==> src/rtl/mgr_pkg.sv <==
// Shared types and constants of the minimum gap and range tracker.
`timescale 1ns / 1ps

package mgr_pkg;

  localparam int VALUE_W = 32;
  localparam int SPAN_W  = 32;
  localparam int COUNT_W = 7;

  localparam logic [COUNT_W-1:0] CAP_RESET = 7'd64;
  localparam logic [VALUE_W-1:0] SIGN_FLIP = 32'h8000_0000;

  typedef enum logic [2:0] {
    ST_IDLE = 3'b001,
    ST_GAP  = 3'b010,
    ST_FIN  = 3'b100
  } state_t;

  // Per-cell control from the sequencer.
  typedef struct packed {
    logic step;    // an item is taken this cycle
    logic store;   // the item is stored (count below the capacity limit)
    logic occ;     // this cell holds a value
    logic at_end;  // this cell is the first free one
  } cell_ctrl_t;

endpackage

==> src/rtl/mgr_cell.sv <==
// One slot of the sorted insertion row: holds a value and shifts it right on insert.
`timescale 1ns / 1ps

module mgr_cell (
  input  logic                           clk,
  input  logic                           rst,
  input  mgr_pkg::cell_ctrl_t            ctrl,
  input  logic [mgr_pkg::VALUE_W-1:0]    new_val,
  input  logic                           left_gt,
  input  logic [mgr_pkg::VALUE_W-1:0]    left_val,
  output logic                           gt,
  output logic [mgr_pkg::VALUE_W-1:0]    val,
  output logic                           ins,
  output logic [mgr_pkg::SPAN_W-1:0]     gap_left
);

  logic take_new;

  // Values are kept in offset binary, so an unsigned compare orders them.
  assign gt       = ctrl.occ && (val > new_val);
  assign take_new = !left_gt && (gt || ctrl.at_end);
  assign gap_left = val - left_val;

  always_ff @(posedge clk) begin
    if (ctrl.step && ctrl.store) begin
      if (left_gt) begin
        val <= left_val;
      end else if (take_new) begin
        val <= new_val;
      end
    end
  end

  always_ff @(posedge clk) begin
    if (rst) begin
      ins <= 1'b0;
    end else if (ctrl.step) begin
      ins <= ctrl.store && take_new;
    end
  end

endmodule

==> config.mk <==
export PLATFORM = sky130hd
export DESIGN_NAME = mgr_cell
export DESIGN_NICKNAME = d
export VERILOG_FILES = /design/src/rtl/mgr_pkg.sv /design/src/rtl/mgr_cell.sv
export SDC_FILE = /design/constraint.sdc
export NUM_CORES = 1
export LEC_CHECK = 0
export ABC_AREA = 1
export CORE_MARGIN = 10
export CORE_UTILIZATION = 50
export DETAILED_ROUTE_END_ITERATION = 12
export DONT_BUFFER_PORTS = 1
export SLEW_MARGIN = 20
export SYNTH_ARGS = -nofsm -noshare
export SYNTH_HDL_FRONTEND = slang
export SYNTH_SLANG_ARGS = --single-unit
==> constraint.sdc <==
create_clock -name clk -period 5.4 [get_ports clk]
set_input_delay 1.62 -clock clk [delete_from_list [all_inputs] [get_ports clk]]
set_output_delay 1.62 -clock clk [all_outputs]
set_load 0.02 [all_outputs]
==> metrics.csv, run 1 <==
metric,value,unit
post-synth net total,747,
routability cong.,0.9406,
Initial Util,51.10,%
Root Buffer,clkbuf_8,
vias in the first global route,3935,
Min Hold Slack,0.5746,ns
routed vias/inst,5.353,
Final TNS setup,0,ns
Max Root-Sink Buffers,2,
CTS tree,done,
vias after detailed routing,3913,
critical path arrival,3.49,ns
antenna diode count,0,
met3 GRT Util,6.227,%
I/O Buffers,0,
ys flop type,edfxtp_1,
outcome,completed,
Area growth syn-to-layout,6.798,%
Post-synth EDFFs,32,
Slew HR,62.40,%
first-pass GRT wire length,20020,um
"Hold Vio Cnt, Final",0,
Worst-Margin Slew,0.5600,ns
final period utilization,94.63,%
initial drt markers,181,
DIE AREA,12410,um^2
"area leader, netlist",edfxtp_1,
DR pass1 iterations,4,
postcts setup bufs,0,
crit path capture type,output port,
post-synthesis cell type count,35,
Non-Filler Instances,731,
fmax,0.1957,GHz
GRT Resource Usage Total,19.17,%
RSZ-0062 raised after global routing,no,
clk_skew,0.007652,ns
Post-CTS Resized,0,
antenna-violating nets left,0,
met1 Resource Use GR,25.52,%
max-cap violation count,0,
ys async rst share,0,%
GRT overflow,0,
Final Power,0.9152,mW
HP Class,reg -> reg,
sequential share of the synthesized area,23.48,%
die height,111.4,um
Max IR drop VDD,139.2,uV
row count,33,
crit path launch type,input port,
overall routed net length,12210,um
Critical Path Slowest Stage Cell,fa_1,
min cycle time layout,5.110,ns
CP peak stage delay,0.46,ns
"Cell Chain, Critical Path","ha_1, fa_1, nor3_2, nor2_2, o21ai_2, nand2_2, nand2_2, nand2_1, nand2_1, xor2_1, buf_4",
largest net degree at the start of global routing,66,
layout cells sized above 1,6.070,%
die width,111.4,um
synthesized area per cell,6.826,um^2
critical path type,in -> out,
max-slew violations,0,
Leak,2.288,nW
CTS Hold Buffers Added,0,
Core ar.,8175,um^2
Layout Nets,760,
"FF+latch count, synth",33,
synth warn,0,
H-tree levels,2,
Placed Instances,723,
wire per inst,16.71,um
count of clock tree sinks,33,
Num CTS Buffers,5,
Residual DRC,0,
clock slew at reported path FFs,0.07,ns
I/O Pins,137,
Post-Synthesis Cells,612,
Pwr Density,205.1,nW/um^2
"Most Used Layer, Global Route",met2,
Clock Latency Late Sink,0.29,ns
Final setup viols,0,
initial antenna violation count,0,
hpwl dp,10700,um
Syn Std Cell Area,4178,um^2
Yosys top cell area share,23.00,%
GR Layer Usage met2,29.50,%
Critical Path Fanout Max,3,
synth top area cells,"edfxtp_1 (23%), ha_1 (19%), nand2_1 (14%)",
Critical Path RT,3.78,ns
==> registers in the layout, indices dropped and copies added, names as in the netlist <==
signal  flops
val        32
ins         1
==> critical path, delay by kind of cell <==
| kind | cells | cell delay [ns] |
|---|---|---|
| compound gates | 1 | 0.24 |
| fa+ha+maj | 2 | 0.68 |
| simple gates | 6 | 0.63 |
| buf+inv | 1 | 0.16 |
| xor+xnor | 1 | 0.15 |
==> path summary, 6_finish.rpt <==
kind / slack [ns] / startpoint / cells past startpoint / end
worst min-delay path: 0.57 / ins / 2 / ins
worst max-delay path: 0.29 / left_val[0] / 11 / gap_left[22]
worst min register to register: 0.57 / ins / 2 / ins
worst max register to register: 2.54 / val[11] / 14 / val[20]
==> cell usage in the layout, fill, tap and decap left out, types with 4 or more instances in the layout <==
master / Yosys / layout
xor2_1: 19 / 19
edfxtp_1: 32 / 32
a21oi_1: 50 / 50
nand2_1: 156 / 156
nand2_2: 5 / 5
o21ai_0: 48 / 48
xnor2_1: 5 / 5
buf_4: 0 / 13
inv_1: 110 / 110
nand4_1: 8 / 8
nand3_1: 17 / 17
a31oi_1: 4 / 4
clkbuf_8: 0 / 5
ha_1: 63 / 63
nor3_1: 4 / 4
o21ai_2: 6 / 6
nor2_1: 46 / 46
==> logic make-up after synthesis <==
family,Yosys count,synth area share (%)
AOI/OAI and AO/OA,126,16.77
and+or+nand+nor,245,24.08
xor gates and xnor gates,24,5.031
muxes,1,0.2695
DFF,33,23.48
adders and majority gates,64,19.35
buffers and inverters,119,11.02
==> synthesized netlist by cell type (2+ instances only) <==
| library cell | number |
|---|---|
| a31oi_1 | 4 |
| ha_1 | 63 |
| nand3_1 | 17 |
| clkbuf_1 | 7 |
| xnor2_1 | 5 |
| nor2_1 | 46 |
| nor4_1 | 3 |
| nor3_1 | 4 |
| a21o_1 | 3 |
| o21a_1 | 3 |
| o211ai_1 | 2 |
| inv_1 | 110 |
| nor2_2 | 3 |
| edfxtp_1 | 32 |
| nand2_2 | 5 |
| o21ai_1 | 3 |
| o21bai_1 | 3 |
| nand2_1 | 156 |
| a21oi_1 | 50 |
| xor2_1 | 19 |
| nand4_1 | 8 |
| o21ai_0 | 48 |
| o21ai_2 | 6 |
==> area by class of cell <==
type | count | area, um^2
multi-input combinational | 460 | 2736
sequential | 33 | 980.9
timing repair buffer | 13 | 97.59
clock inverter | 3 | 12.51
fill | 846 | 3714
tap | 105 | 131.4
inverter | 112 | 434.2
clock buffer | 5 | 68.82
==> through the flow <==
| stage | instance area, um^2 | worst slack [ns] | util (%) |
|---|---|---|---|
| global placement | 4380 | 0.3444 | 53.58 |
| global route | 4462 | 0.1724 | 54.58 |
| floorplan | 4178 | 0.4520 | - |
| CTS | 4462 | 0.2936 | 54.58 |
| detailed placement | 4380 | 0.2948 | 53.58 |
| finish | 4462 | 0.2898 | 54.58 |
==> per-layer routing <==
| metal | up-vias | part of all wire, % | wire [um] |
|---|---|---|---|
| li1 | 2031 | - | - |
| met1 | 1725 | 47 | 5706 |
| met2 | 144 | 43 | 5254 |
| met3 | 13 | 8.7 | 1060 |
| met4 | 0 | 1.6 | 191 |
| met5 | - | 0 | 0 |
==> where the power goes <==
group          internal [mW]  switching, mW
Sequential             0.298         0.0281
Clock                 0.0870          0.101
Combinational          0.135          0.265
(Power assumes the default switching activity.)
==> inputs of run 2 (changes only) <==
- clock period: 5.4 -> 6.2 ns (I/O delays scaled with it)
==> run 2 against run 1 <==
Compared with the run above: hold slack is essentially flat; worst setup slack gained 0.26 ns; sequential share of layout area up 0.29 points; wire length up 1.1%; die area stayed put; total power is 10% lower; critical path depth fell by 1; sequential power shrank 13%; count of clock-buffer cells in the layout rose by 1; final cell count down 1.5%; critical endpoint unchanged; largest power group unchanged; highest routed layer unchanged.
==> metrics.csv, run 2 (synthesis results as in run 1) <==
metric,value,unit,change
routability cong.,0.8727,,-7.2%
Layout Nets,749,,-1.4%
Root Buffer,clkbuf_8,,
max reg flops,32,,unchanged
vias in the first global route,3795,,-3.6%
Worst-Margin Slew,0.5653,ns,+0.005291 ns
"most common cell after layout, fill and taps aside",nand2_1,,
Critical Path RT,4.34,ns,+0.56 ns
min cycle time layout,5.650,ns,
hold path startpoint,ins,,
initial antenna violation count,0,,unchanged
initial drt markers,209,,+15%
Leak,2.245,nW,-1.9%
max-slew violations,0,,unchanged
GRT Resource Usage Total,19.33,%,+0.16 points
die height,111.4,um,unchanged
row count,33,,unchanged
HP Class,reg -> reg,,
biggest regs,"val x32, ins x1",,
die width,111.4,um,unchanged
Final setup viols,0,,unchanged
DIE AREA,12410,um^2,unchanged
overall routed net length,12340,um,+1.1%
Fillers,851,,+0.59%
antenna-violating nets left,0,,unchanged
antenna diode count,0,,unchanged
Max Root-Sink Buffers,2,,unchanged
area taken by multi-input logic gates,2736,um^2,unchanged
DP Worst Slack,0.5274,ns,+0.2326 ns
max-cap violation count,0,,unchanged
Hold Path Stages,2,,unchanged
DR pass1 iterations,5,,+1
vias after detailed routing,3876,,-0.95%
H-tree levels,2,,unchanged
Initial Util,51.10,%,unchanged
Biggest register,val,,
I/O Buffers,0,,unchanged
crit path capture type,output port,,
"Hold Vio Cnt, Final",0,,unchanged
R2R depth,14,,unchanged
wire per inst,17.14,um,+2.6%
Final WS setup,0.5497,ns,+0.2599 ns
count of clock tree sinks,33,,unchanged
Slew HR,62.27,%,-0.13 points
FF+latch area,980.9,um^2,unchanged
clock slew at reported path FFs,0.08,ns,about the same
Max IR drop VDD,85.10,uV,-39%
crit path launch type,input port,,
first-pass GRT wire length,20030,um,about the same
Hold Path End,ins,,
Post-CTS Resized,0,,unchanged
CTS tree,done,,
critical path arrival,3.79,ns,+0.30 ns
Area growth syn-to-layout,5.421,%,
CTS Hold Buffers Added,0,,unchanged
Core ar.,8175,um^2,unchanged
layout cells sized above 1,4.390,%,-1.7 points
clk_skew,0.009176,ns,+0.001524 ns
RSZ-0062 raised after global routing,no,,
I/O Pins,137,,unchanged
Num CTS Buffers,5,,unchanged
flop2flop setup slack,3.32,ns,+0.78 ns
Residual DRC,0,,unchanged
critical path type,in -> out,,
fmax,0.1770,GHz,
R2R Path End,val[29],,
most frequent cells in the layout,"nand2_1 (156), inv_1 (110), ha_1 (63)",,
routed vias/inst,5.383,,+0.57%
Pwr Density,186.1,nW/um^2,-9.3%
Critical Path Fanout Max,3,,unchanged
postcts setup bufs,0,,unchanged
GRT overflow,0,,unchanged
final period utilization,91.13,%,
outcome,completed,,
FF-to-FF Start,val[7],,
largest net degree at the start of global routing,66,,unchanged
hpwl dp,10680,um,-0.18%
Clock Latency Late Sink,0.30,ns,about the same
Final TNS setup,0,ns,unchanged
[run 2: cell types whose count changed in the layout (fill, tap and decap cells not counted), sizes merged]
cell,delta
buf,-11
bufinv,+1
clkbuf,+1
clkinv,-2
[run 2: metrics by stage]
step	hold slack [ns]	utilization (%)	area (um^2)	power [mW]	std cells
detailed placement	0.5669	52.57	4298	0.6167	712
floorplan	0.5340	-	4178	0.5493	612
CTS	0.5778	53.87	4404	0.8246	720
global placement	0.5539	52.57	4298	0.6123	712
finish	0.5741	53.87	4404	0.8195	720
global route	0.6344	53.87	4404	0.8738	720
[run 2: report_power, final]
group / internal, mW / switching [mW]
Clock: 0.119 / 0.0898
Combinational: 0.0994 / 0.228
Sequential: 0.260 / 0.0244
Total: 0.478 / 0.342
[run 2: worst max path at each step]
stage                     slack [ns]  depth (start not counted)           end   startpoint
after floorplan                 0.77                         10  gap_left[22]  left_val[0]
after global placement          0.57                         10  gap_left[22]  left_val[0]
after detailed placement        0.53                         10  gap_left[22]  left_val[0]
after CTS                       0.53                         10  gap_left[22]  left_val[0]
after global routing            0.46                         10  gap_left[22]  left_val[0]
final                           0.55                         10  gap_left[22]  left_val[0]
[run 2: critical path: stages]
cell     delay, ns
ha_1          0.23
fa_1          0.47
nor3_2        0.22
nor2_2        0.09
o21ai_2       0.19
nand2_2       0.08
nand2_2       0.10
nand2_1       0.06
nand2_1       0.07
xor2_1        0.41
[run 2: final cells by class]
| class | instances | area share, % |
|---|---|---|
| Clock buffer | 6 | 1.648 |
| Clock inverter | 2 | 0.7670 |
| Inverter | 112 | 9.858 |
| Multi-Input combinational cell | 460 | 62.13 |
| Sequential cell | 33 | 22.27 |
| Tap cell | 105 | 2.983 |
| Timing Repair Buffer | 2 | 0.3409 |
[run 2: routing by layer]
layer | share of wire, % | global-route usage, % | wire length [um] | up-vias
met5 | 0 | 0 | 0 | -
met4 | 0.92 | 3.942 | 113 | 0
met3 | 8.1 | 6.012 | 998 | 9
met2 | 45 | 30.68 | 5513 | 121
met1 | 46 | 25.22 | 5716 | 1735
li1 | - | - | - | 2011
